**src/hdl/mmcf_pkg.sv**
```systemverilog
// Types and constants of the MIMO channel FIR core.
// No dependencies; every other source file except the macro header imports it.
package mmcf_pkg;

    localparam int SMP_W      = 16;
    localparam int FRAC_SHIFT = 30;
    localparam int CFG_IDX_W  = 3;
    localparam int CFG_DAT_W  = 16;

    localparam logic [1:0] MODE_TAP   = 2'd0;
    localparam logic [1:0] MODE_FIRST = 2'd1;
    localparam logic [1:0] MODE_NEXT  = 2'd2;

    localparam logic [CFG_IDX_W-1:0] CFG_TX_COUNT  = 3'd0;
    localparam logic [CFG_IDX_W-1:0] CFG_RX_COUNT  = 3'd1;
    localparam logic [CFG_IDX_W-1:0] CFG_TAP_COUNT = 3'd2;
    localparam logic [CFG_IDX_W-1:0] CFG_GAIN      = 3'd3;

    localparam logic [15:0] GAIN_UNITY = 16'd32768;

    typedef struct packed {
        logic signed [SMP_W-1:0] re;
        logic signed [SMP_W-1:0] im;
    } t_cplx;

    typedef struct packed {
        logic [1:0]              mode;
        logic [8:0]              tap_addr;
        logic signed [SMP_W-1:0] tap_re;
        logic signed [SMP_W-1:0] tap_im;
        logic signed [SMP_W-1:0] tx0_re;
        logic signed [SMP_W-1:0] tx0_im;
        logic signed [SMP_W-1:0] tx1_re;
        logic signed [SMP_W-1:0] tx1_im;
        logic signed [SMP_W-1:0] tx2_re;
        logic signed [SMP_W-1:0] tx2_im;
        logic signed [SMP_W-1:0] tx3_re;
        logic signed [SMP_W-1:0] tx3_im;
    } t_in_word;

    typedef struct packed {
        logic [1:0]              rx_index;
        logic signed [SMP_W-1:0] rx_re;
        logic signed [SMP_W-1:0] rx_im;
        logic                    last;
    } t_out_word;

    typedef struct packed {
        logic [CFG_IDX_W-1:0] addr;
        logic [CFG_DAT_W-1:0] data;
    } t_cfg_word;

    // Control from the sequencer to the multiply-accumulate unit
    typedef struct packed {
        logic clear;
        logic valid;
        logic zero;
    } t_mac_ctl;

endpackage

```
**src/hdl/mmcf_mac.sv**
```systemverilog
// Complex multiply-accumulate unit: one tap times one sample per cycle.
// Depends on mmcf_pkg.
module mmcf_mac #(
    parameter int ACC_W = 40
) (
    input  logic                    i_clk,
    input  logic                    i_rst_n,
    input  mmcf_pkg::t_mac_ctl      i_ctl,
    input  mmcf_pkg::t_cplx         i_x,
    input  mmcf_pkg::t_cplx         i_c,
    output logic signed [ACC_W-1:0] o_acc_re,
    output logic signed [ACC_W-1:0] o_acc_im,
    output logic                    o_busy
);
    import mmcf_pkg::*;

    logic signed [2*SMP_W-1:0] r_p_rr, r_p_ii, r_p_ri, r_p_ir;
    logic                      r_v2;
    logic signed [ACC_W-1:0]   r_acc_re, r_acc_im;
    logic signed [2*SMP_W:0]   w_term_re, w_term_im;

    // Register the four partial products; a term past the history reads as zero
    always_ff @(posedge i_clk) begin
        if (i_ctl.zero) begin
            r_p_rr <= '0;
            r_p_ii <= '0;
            r_p_ri <= '0;
            r_p_ir <= '0;
        end else begin
            r_p_rr <= i_x.re * i_c.re;
            r_p_ii <= i_x.im * i_c.im;
            r_p_ri <= i_x.re * i_c.im;
            r_p_ir <= i_x.im * i_c.re;
        end
    end

    assign w_term_re = (2*SMP_W+1)'(r_p_rr) - (2*SMP_W+1)'(r_p_ii);
    assign w_term_im = (2*SMP_W+1)'(r_p_ri) + (2*SMP_W+1)'(r_p_ir);

    // Accumulate the real and imaginary sums
    always_ff @(posedge i_clk) begin
        if (!i_rst_n) begin
            r_v2     <= 1'b0;
            r_acc_re <= '0;
            r_acc_im <= '0;
        end else begin
            r_v2 <= i_ctl.valid;
            if (i_ctl.clear) begin
                r_acc_re <= '0;
                r_acc_im <= '0;
            end else if (r_v2) begin
                r_acc_re <= r_acc_re + ACC_W'(w_term_re);
                r_acc_im <= r_acc_im + ACC_W'(w_term_im);
            end
        end
    end

    assign o_acc_re = r_acc_re;
    assign o_acc_im = r_acc_im;
    assign o_busy   = r_v2;

endmodule

```
**config.mk**
```make
export PLATFORM = sky130hd
export DESIGN_NAME = mmcf_mac
export DESIGN_NICKNAME = d
export VERILOG_FILES = /design/src/hdl/mmcf_pkg.sv /design/src/hdl/mmcf_mac.sv
export SDC_FILE = /design/constraint.sdc
export NUM_CORES = 2
export LEC_CHECK = 0
export BUFFER_PORTS_ARGS = -buffer_cell sky130_fd_sc_hd__buf_4
export CAP_MARGIN = 40
export CORE_ASPECT_RATIO = 1.4
export CORE_UTILIZATION = 60
export DETAILED_ROUTE_END_ITERATION = 12
export PLACE_DENSITY = 0.74
export SETUP_SLACK_MARGIN = 0.1
export SLEW_MARGIN = 40
export SYNTH_ARGS = -nofsm -noshare
export SYNTH_HDL_FRONTEND = slang
export SYNTH_SLANG_ARGS = --single-unit
export TNS_END_PERCENT = 100
```
**constraint.sdc**
```tcl
create_clock -name i_clk -period 8.6 [get_ports i_clk]
set_input_delay 1.72 -clock i_clk [delete_from_list [all_inputs] [get_ports i_clk]]
set_output_delay 1.72 -clock i_clk [all_outputs]
set_load 0.01 [all_outputs]
```
==> reports/metrics.cfg <==
[outcome]
outcome = complete, no violations

[synth]
synth_area_leaders = fa_1 (44%), ha_1 (9.9%), inv_1 (9.8%)
yosysWarnings = 0
synthArstFlopShare_pct = 0
synth.avg_cell_area_um2 = 9.075
syn_area_um2 = 51110
ys_ff_latch = 209
syn-num-nets = 7234
synth_edf_count = 0
synth_top_area_share_pct = 44.14
postSynthCellCount = 5632
synth-main-ff-cell = dfxtp_1
yosysTopAreaCell = fa_1
synth.distinct_cells = 80
seq_area_frac_synth_pct = 8.186

[worst_setup_path]
r2r-end = o_acc_re[38]
r2r_cells = 15
cp-end-kind = register
critPathKind = in2reg
crit_path_start = i_c[17]
worst-path-max-fanout = 24
rrSetupSlack_ns = 4.19
crit_required_ns = 9.02
reg2reg_from = o_acc_re[13]
start_kind = input pin
arrival_ns = 8.10

[floorplanning]
io_pins = 150
num_rows = 126
fp.dieArea_um2 = 86380
start_util_pct = 60.60
core-area_um2 = 84340
fp.dieH_um = 347.3
fp.dieW_um = 248.7

[detailed_routing]
first_iter_violations = 2240
drt_wl_total_mm = 127.8
firstDrtPassIters = 6
vias = 37424
antenna_left = 0
wire_per_inst_um = 19.03
viasPerCell = 5.570
drcViolationCount = 0

[place]
hpwl_mm = 104.5
placement.io_buffers = 149
dp_slack_ns = 0.3668
placed_area_um2 = 52990
gp_congestion = 0.9246

[hold_path]
hold-path-endpoint = o_acc_im[0]
hold_class = reg2reg
min_path_cells = 2
worstHoldStart = o_acc_im[0]

[clock_tree]
clkTransAtPathRegs_ns = 0.07
clk_latency_ns = 0.60
ctsHoldBuffers = 0
clkSinkCount = 209
htree_num_levels = 1
post-cts-setup-buffers = 0
cts_resized = 0
numCtsBuffers = 25
cts_buffer_depth = 3
cts_root_buffer = clkbuf_16
cts_tree = done

[timing]
setup_slack_ns = 0.9195
setup_violations = 0
whs_ns = 0.4961
min_period_ns = 7.680
finClkSkew_ns = 0.04205
drv_slew = 0
timing.setup.tns_ns = 0
timing.final.crit_share_pct = 89.31
hold_violations = 0
timing.fmax_ghz = 0.1302
slew_headroom_pct = 48.33
tightest_slew_ns = 0.7740
rsz0062_at_grt = false

[cells_and_area]
final_nets = 7212
final_cell_area_um2 = 53830
drive_gt1_share_pct = 4.708
layout_commonest_cell = inv_1
area_growth_pct = 5.317
layout_common_cells = inv_1 (1330), fa_1 (1127), nand2_1 (532)

[global_route]
antenna_found_initial = 10
gr-total-overflow = 0
track_usage_pct = 31.06
grt_max_degree = 72
grt_pass1_wl_mm = 210.6
grt_pass1_vias = 40762

[flow_run]
drv_cap = 0

kinds of logic after synthesis:
logic type / share of synthesized area [%]
AO/OA/AOI/OAI: 6.881
XOR/XNOR: 3.547
adder cells (fa/ha/maj): 54.08
buffers and inverters: 11.51
flip-flops: 8.186
multiplexers: 1.099
AND/OR/NAND/NOR: 14.70
metrics by stage:
| step | utilization, % | instances |
|---|---|---|
| 3_5_place_dp | 62.83 | 6671 |
| 6_report | 63.82 | 6719 |
| 3_3_place_gp | 62.83 | 6671 |
| 4_1_cts | 63.81 | 6717 |
| 5_1_grt | 63.82 | 6718 |
| 2_1_floorplan | - | 5632 |
sequential cells by signal, indices dropped and copies added, names as in the netlist:
| name | count |
|---|---|
| r_p_ri | 32 |
| r_p_rr | 32 |
| o_busy | 1 |
| o_acc_re | 40 |
| o_acc_im | 40 |
| r_p_ir | 32 |
| r_p_ii | 32 |
synth_stat cells (all sizes together) (5+ instances only):
| master | instances |
|---|---|
| a31oi | 18 |
| nor3 | 35 |
| o211ai | 11 |
| a21boi | 6 |
| inv | 1330 |
| o21ai | 96 |
| dfxtp | 209 |
| xor2 | 73 |
| a21o | 97 |
| nand2b | 44 |
| xnor2 | 134 |
| and2 | 496 |
| or3 | 17 |
| nand3 | 27 |
| and3 | 9 |
| a21oi | 158 |
| o21a | 30 |
| mux2i | 55 |
| o31a | 5 |
| nor2b | 36 |
| nand3b | 9 |
| clkbuf | 220 |
| nand4 | 14 |
| nand2 | 532 |
| a2111oi | 5 |
| a211oi | 26 |
| o21bai | 22 |
| ha | 406 |
| o31ai | 16 |
| fa | 1127 |
| nor2 | 287 |
| or2 | 5 |
| a31o | 6 |
| buf | 14 |
how the worst max path moves through the flow:
stage	endpoint	slack (ns)	cells past startpoint
6_report	r_p_ir[25]	0.92	22
3_3_place_gp	r_p_ir[25]	0.41	22
3_5_place_dp	r_p_ir[25]	0.37	22
4_1_cts	r_p_ir[25]	0.98	22
5_1_grt	r_p_ii[31]	0.52	22
2_1_floorplan	r_p_ri[31]	1.06	21
metal layers:
layer	routed length, um	vias up	track usage, %
met2	64930	1262	55.26
li1	-	16706	-
met3	7328	378	3.499
met4	8326	14	17.34
met1	47160	19064	36.61
met5	92	-	0
final cells by class:
type / count / area, um^2
Antenna cell: 2 / 5.005
Clock buffer: 30 / 674.4
Clock inverter: 16 / 151.4
Fill cell: 7022 / 30510
Inverter: 1330 / 4992
Multi-Input combinational cell: 3859 / 41050
Sequential cell: 209 / 4189
Tap cell: 1088 / 1361
Timing Repair Buffer: 185 / 1409
critical path: stages:
cell and delay (ns):
buf_4 0.30, nand2_1 0.31, fa_1 0.57, fa_1 0.51
fa_1 0.52, inv_1 0.06, fa_1 0.49, fa_1 0.50
inv_1 0.05, fa_1 0.47, inv_1 0.04, ha_1 0.35
a21o_1 0.20, a21o_1 0.19, a2111oi_2 0.36, o31ai_1 0.17
nand3_1 0.17, o21ai_1 0.13, a21o_1 0.21, a21o_1 0.20
a2111oi_0 0.46, nor4b_1 0.12
Power is not shown: default switching activity piles up to over one toggle a cycle in this logic, so the estimate is an artifact.
