**config.mk**
```make
export PLATFORM = sky130hd
export DESIGN_NAME = mmcf_scale
export DESIGN_NICKNAME = d
export VERILOG_FILES = /design/src/hdl/mmcf_pkg.sv /design/src/hdl/mmcf_scale.sv
export SDC_FILE = /design/constraint.sdc
export NUM_CORES = 2
export LEC_CHECK = 0
export ABC_AREA = 1
export CORE_UTILIZATION = 52
export CTS_BUF_LIST = sky130_fd_sc_hd__clkbuf_16
export CTS_CLUSTER_DIAMETER = 50
export DETAILED_ROUTE_END_ITERATION = 10
export DONT_BUFFER_PORTS = 1
export GPL_ROUTABILITY_DRIVEN = 0
export PLACE_DENSITY_LB_ADDON = 0.05
export SYNTH_ARGS = -nofsm -noshare
export SYNTH_HDL_FRONTEND = slang
export SYNTH_SLANG_ARGS = --single-unit
```
**constraint.sdc**
```tcl
create_clock -name i_clk -period 14.7 [get_ports i_clk]
set_input_delay 2.94 -clock i_clk [delete_from_list [all_inputs] [get_ports i_clk]]
set_output_delay 2.94 -clock i_clk [all_outputs]
set_load 0.02 [all_outputs]
```
**src/hdl/mmcf_pkg.sv**
```systemverilog
// Types and constants of the MIMO channel FIR core.
// No dependencies; every other source file except the macro header imports it.
package mmcf_pkg;

    localparam int SMP_W      = 16;
    localparam int FRAC_SHIFT = 30;
    localparam int CFG_IDX_W  = 3;
    localparam int CFG_DAT_W  = 16;

    localparam logic [1:0] MODE_TAP   = 2'd0;
    localparam logic [1:0] MODE_FIRST = 2'd1;
    localparam logic [1:0] MODE_NEXT  = 2'd2;

    localparam logic [CFG_IDX_W-1:0] CFG_TX_COUNT  = 3'd0;
    localparam logic [CFG_IDX_W-1:0] CFG_RX_COUNT  = 3'd1;
    localparam logic [CFG_IDX_W-1:0] CFG_TAP_COUNT = 3'd2;
    localparam logic [CFG_IDX_W-1:0] CFG_GAIN      = 3'd3;

    localparam logic [15:0] GAIN_UNITY = 16'd32768;

    typedef struct packed {
        logic signed [SMP_W-1:0] re;
        logic signed [SMP_W-1:0] im;
    } t_cplx;

    typedef struct packed {
        logic [1:0]              mode;
        logic [8:0]              tap_addr;
        logic signed [SMP_W-1:0] tap_re;
        logic signed [SMP_W-1:0] tap_im;
        logic signed [SMP_W-1:0] tx0_re;
        logic signed [SMP_W-1:0] tx0_im;
        logic signed [SMP_W-1:0] tx1_re;
        logic signed [SMP_W-1:0] tx1_im;
        logic signed [SMP_W-1:0] tx2_re;
        logic signed [SMP_W-1:0] tx2_im;
        logic signed [SMP_W-1:0] tx3_re;
        logic signed [SMP_W-1:0] tx3_im;
    } t_in_word;

    typedef struct packed {
        logic [1:0]              rx_index;
        logic signed [SMP_W-1:0] rx_re;
        logic signed [SMP_W-1:0] rx_im;
        logic                    last;
    } t_out_word;

    typedef struct packed {
        logic [CFG_IDX_W-1:0] addr;
        logic [CFG_DAT_W-1:0] data;
    } t_cfg_word;

    // Control from the sequencer to the multiply-accumulate unit
    typedef struct packed {
        logic clear;
        logic valid;
        logic zero;
    } t_mac_ctl;

endpackage

```
**src/hdl/mmcf_scale.sv**
```systemverilog
// Gain scaling: sum times gain, floor shift back to Q1.15, saturate.
// Depends on mmcf_pkg. Done follows start through the valid registers r_v1 and r_v2.
module mmcf_scale #(
    parameter int ACC_W = 40
) (
    input  logic                          i_clk,
    input  logic                          i_rst_n,
    input  logic                          i_start,
    input  logic signed [ACC_W-1:0]       i_acc_re,
    input  logic signed [ACC_W-1:0]       i_acc_im,
    input  logic [15:0]                   i_gain,
    output logic                          o_done,
    output logic signed [mmcf_pkg::SMP_W-1:0] o_re,
    output logic signed [mmcf_pkg::SMP_W-1:0] o_im
);
    import mmcf_pkg::*;

    localparam int LO_W = ACC_W / 2;
    localparam int HI_W = ACC_W - LO_W;
    localparam int V_W  = ACC_W + 17;
    localparam logic signed [V_W-1:0] Q_MAX = V_W'(32767);
    localparam logic signed [V_W-1:0] Q_MIN = V_W'(-32768);

    logic [LO_W+15:0]        r_lo_re, r_lo_im;
    logic signed [HI_W+16:0] r_hi_re, r_hi_im;
    logic                    r_v1, r_v2;
    logic signed [SMP_W-1:0] r_re, r_im;

    function automatic logic signed [SMP_W-1:0] f_finish(
        input logic signed [HI_W+16:0] hi,
        input logic [LO_W+15:0]        lo
    );
        logic signed [V_W-1:0] v;
        logic signed [V_W-1:0] q;
        v = (V_W'(hi) <<< LO_W) + V_W'(signed'({1'b0, lo}));
        q = v >>> FRAC_SHIFT;
        if (q > Q_MAX) begin
            q = Q_MAX;
        end else if (q < Q_MIN) begin
            q = Q_MIN;
        end
        return q[SMP_W-1:0];
    endfunction

    // Split each sum in halves so that no product grows past the multiplier width
    always_ff @(posedge i_clk) begin
        r_lo_re <= i_acc_re[LO_W-1:0] * i_gain;
        r_lo_im <= i_acc_im[LO_W-1:0] * i_gain;
        r_hi_re <= signed'(i_acc_re[ACC_W-1:LO_W]) * signed'({1'b0, i_gain});
        r_hi_im <= signed'(i_acc_im[ACC_W-1:LO_W]) * signed'({1'b0, i_gain});
        if (r_v1) begin
            r_re <= f_finish(r_hi_re, r_lo_re);
            r_im <= f_finish(r_hi_im, r_lo_im);
        end
    end

    // Track the two stages
    always_ff @(posedge i_clk) begin
        if (!i_rst_n) begin
            r_v1 <= 1'b0;
            r_v2 <= 1'b0;
        end else begin
            r_v1 <= i_start;
            r_v2 <= r_v1;
        end
    end

    assign o_done = r_v2;
    assign o_re   = r_re;
    assign o_im   = r_im;

endmodule

```
==> metrics.txt <==
# TYPE chip_impl_metric gauge
chip_impl_info{name="status",value="finished clean"} 1
chip_impl_metric{name="worst_path_buf_inv",unit=""} 4
chip_impl_metric{name="finalSetupTns",unit="ps"} 0
chip_impl_info{name="crit_type",value="in -> reg"} 1
chip_impl_metric{name="postCtsResizedCells",unit=""} 0
chip_impl_metric{name="drc_errors",unit=""} 0
chip_impl_metric{name="count_of_vias_placed_by_the_detailed_router",unit=""} 40400
chip_impl_info{name="timing.hold.worst.start",value="r_hi_im[36]"} 1
chip_impl_metric{name="dr.pass1.iters",unit=""} 5
chip_impl_metric{name="slew_viol_final",unit=""} 0
chip_impl_info{name="critical_path.reg2reg.endpoint",value="o_re[11]"} 1
chip_impl_metric{name="pin_count_of_the_biggest_net_entering_global_routing",unit=""} 81
chip_impl_metric{name="fp.dieH",unit="microns"} 321
chip_impl_metric{name="clock.fmax",unit="GHz"} 0.125
chip_impl_metric{name="ant_nets",unit=""} 0
chip_impl_metric{name="grt_first_pass_wirelength",unit="microns"} 229000
chip_impl_metric{name="hold_viol_final",unit=""} 0
chip_impl_info{name="critPathSlowestCell",value="sky130_fd_sc_hd__fa_1"} 1
chip_impl_metric{name="regToRegSetupSlack",unit="ps"} 11950
chip_impl_metric{name="cap_viol_max_count",unit=""} 0
chip_impl_metric{name="period_minus_slack",unit="ps"} 8000
chip_impl_metric{name="initial_utilization",unit="%"} 52.7
chip_impl_metric{name="post_route_cells_drive_above_1_share",unit="%"} 1.16
chip_impl_metric{name="ctsHtreeMaxLevel",unit=""} 4
chip_impl_metric{name="synthToLayoutAreaGrowth",unit="%"} 2.10
chip_impl_metric{name="antenna_found_initial",unit=""} 0
chip_impl_metric{name="timing.final.setup_violations",unit=""} 0
chip_impl_metric{name="num_antenna_cells",unit=""} 0
chip_impl_metric{name="ctsHoldBuffers",unit=""} 0
chip_impl_info{name="cp-start-kind",value="primary input"} 1
chip_impl_metric{name="critPathRequiredTime",unit="ps"} 15100
chip_impl_metric{name="cts_clock_pin_slew_for_the_worst_setup_and_hold_paths",unit="ps"} 70
chip_impl_metric{name="post-route-period-util",unit="%"} 54.4
chip_impl_info{name="worstPathCellList",value="nand2_1, inv_1, fa_1, fa_1, fa_1, fa_1, fa_1, inv_1, fa_1, inv_1, ha_1, a21oi_1, o21ai_0, inv_1, o21ai_0, nand2_1, nand3_1, a31oi_1, xor2_1"} 1
chip_impl_metric{name="grt_pass1_vias",unit=""} 43400
chip_impl_info{name="regToRegStartpoint",value="r_lo_re[28]"} 1
chip_impl_metric{name="global_route.usage.total",unit="%"} 28.1
chip_impl_metric{name="totalWireLength",unit="microns"} 137000
chip_impl_metric{name="fp.dieW",unit="microns"} 321
chip_impl_metric{name="cts_inserted_buffers",unit=""} 17
chip_impl_metric{name="synthesis.nets",unit=""} 8650
chip_impl_info{name="layout.cells.most_common_list",value="sky130_fd_sc_hd__inv_1 (2138), sky130_fd_sc_hd__nand2_1 (1903), sky130_fd_sc_hd__fa_1 (1140), sky130_fd_sc_hd__ha_1 (426), sky130_fd_sc_hd__nor2_1 (218)"} 1
chip_impl_metric{name="syn_area_per_cell",unit="sq um"} 7.58
chip_impl_metric{name="worst_path_largest_cell_delay",unit="ps"} 910
chip_impl_info{name="cpLargestDelayFamily",value="adder cells"} 1
chip_impl_metric{name="vias_per_cell",unit=""} 5.01
chip_impl_metric{name="overflow",unit=""} 0
chip_impl_metric{name="cts_sinks",unit=""} 140
chip_impl_metric{name="synthesis.area",unit="sq mm"} 0.0530
chip_impl_info{name="root_buffer",value="sky130_fd_sc_hd__clkbuf_16"} 1
chip_impl_metric{name="dp_hpwl",unit="microns"} 105000
chip_impl_metric{name="synth-warning-count",unit=""} 0
chip_impl_metric{name="routedWlPerCell",unit="microns"} 16.9
chip_impl_info{name="cpMostUsedCell",value="sky130_fd_sc_hd__fa_1"} 1
chip_impl_metric{name="clock_latency_late_sink",unit="ps"} 470
chip_impl_metric{name="floorplan.core_area",unit="sq mm"} 0.101
chip_impl_metric{name="postLayoutCoreUtil",unit="%"} 53.8
chip_impl_metric{name="netlist_instances",unit=""} 6985
chip_impl_metric{name="ios",unit=""} 132
chip_impl_info{name="timing.hold.worst.class",value="reg -> reg"} 1
chip_impl_metric{name="detail_route.iter0.violations",unit=""} 2583
chip_impl_metric{name="std_cell_rows",unit=""} 116
chip_impl_info{name="layout.cells.most_common",value="sky130_fd_sc_hd__inv_1"} 1
chip_impl_metric{name="max_slew_margin",unit="%"} 33.0
chip_impl_metric{name="worst_tran_pin_value",unit="ps"} 1000
chip_impl_metric{name="critical_path_peak_fanout",unit=""} 80
chip_impl_metric{name="die-area",unit="sq mm"} 0.103
chip_impl_metric{name="ys_ff_latch",unit=""} 140
chip_impl_metric{name="synth_cell_type_count",unit=""} 54
chip_impl_info{name="setup_repair_after_global_routing_missed_its_margin",value="false"} 1
chip_impl_metric{name="fin_nets",unit=""} 8365
chip_impl_metric{name="worst-r2r-cell-count",unit=""} 14
chip_impl_info{name="endpoint",value="r_hi_im[36]"} 1
chip_impl_info{name="critPathCaptureType",value="flop"} 1
chip_impl_info{name="timing_startpoint_of_the_critical_path",value="i_gain[2]"} 1
chip_impl_info{name="cts_tree",value="done"} 1
chip_impl_metric{name="post-cts-setup-buffer-count",unit=""} 0
chip_impl_metric{name="synth_sequential_area_ratio",unit="%"} 5.90
chip_impl_metric{name="worstSetupPathDepth",unit=""} 19
chip_impl_metric{name="critical_path_arrival",unit="ps"} 8400
chip_impl_metric{name="placement.io_buffers",unit=""} 0
chip_impl_metric{name="cts-root-to-sink-buffers",unit=""} 2
chip_impl_metric{name="skew",unit="ps"} 11.8
[worst min path at each step]
| stage | cells after the start | slack, ps | end |
|---|---|---|---|
| floorplan | 2 | 610 | o_im[15] |
| global placement | 2 | 640 | o_im[15] |
| detailed placement | 2 | 650 | o_im[15] |
| CTS | 2 | 660 | o_im[15] |
| global route | 2 | 690 | o_im[15] |
| finish | 2 | 650 | o_im[15] |
[cell usage after synthesis, drive strengths merged]
master | instances | area, sq um
buf | 10 | 71.3
o21a | 16 | 120
fa | 1140 | 22800
a31oi | 17 | 106
nand2b | 1 | 6.26
nand4 | 27 | 169
and2 | 4 | 25.0
o22ai | 1 | 6.26
nor3 | 33 | 186
nor2 | 225 | 872
o21bai | 12 | 90.1
nand2 | 1916 | 7230
o211ai | 3 | 22.5
nand3 | 124 | 696
ha | 426 | 5330
o311ai | 1 | 8.76
a21oi | 157 | 790
inv | 2141 | 8040
o211a | 1 | 10.0
nand3b | 9 | 67.6
clkbuf | 294 | 1100
o2bb2ai | 1 | 8.76
a31o | 1 | 8.76
xnor2 | 39 | 342
a21boi | 9 | 67.6
or2 | 2 | 12.5
o221ai | 1 | 8.76
edfxtp | 32 | 961
o221a | 1 | 11.3
dfxtp | 108 | 2160
a21o | 23 | 173
o21ai | 99 | 503
nor4 | 13 | 81.3
a221oi | 7 | 61.3
xor2 | 84 | 754
o31ai | 1 | 7.51
a211oi | 6 | 45.0
[worst min-delay path, stage by stage, from the launching register on]
cell	delay [ps]
sky130_fd_sc_hd__dfxtp_1	310
sky130_fd_sc_hd__inv_1	60
sky130_fd_sc_hd__xor2_1	100
[area by class of cell]
cell class / count / area (sq um)
Clock buffer: 19 / 475
Clock inverter: 13 / 114
Fill cell: 9869 / 46500
Inverter: 2141 / 8040
Multi-Input combinational cell: 4400 / 40600
Sequential cell: 140 / 3120
Tap cell: 1357 / 1700
[state kept, by name (all words and copies together) (netlist names)]
name     cells
r_v1         1
r_lo_im     16
o_done       1
r_hi_im     37
o_re        16
r_lo_re     16
o_im        16
r_hi_re     37
[kinds of logic (layout without fill, tap and decap cells)]
family	count (synthesis)	after routing	share of synthesized area (%)
compound gates	357	357	3.87
xor+xnor	123	123	2.07
fa+ha+maj	1566	1566	53.1
buf+inv	2445	2173	17.4
flops	140	140	5.90
simple gates	2354	2354	17.6
[metal layers]
metal  share of wire, %  global-route usage [%]  vias to the layer above
li1                   -                       -                    19100
met1                 45                    38.5                    20100
met2                 48                    47.8                     1069
met3                5.7                    3.49                      150
met4                1.8                    5.47                        0
met5                  0                       0                        -
[through the flow]
step	hold slack, ps	instance area, sq um	worst slack [ps]	std cells
detailed placement	652	53500	6290	8038
finish	653	54100	6700	8070
global placement	643	53500	6320	8038
global route	693	54100	6460	8070
floorplan	611	53000	6290	6985
CTS	664	54100	6800	8070
Power is left out: the tool's default activity adds up to more than one toggle a clock period on the data nets, which glitch-free logic cannot reach.
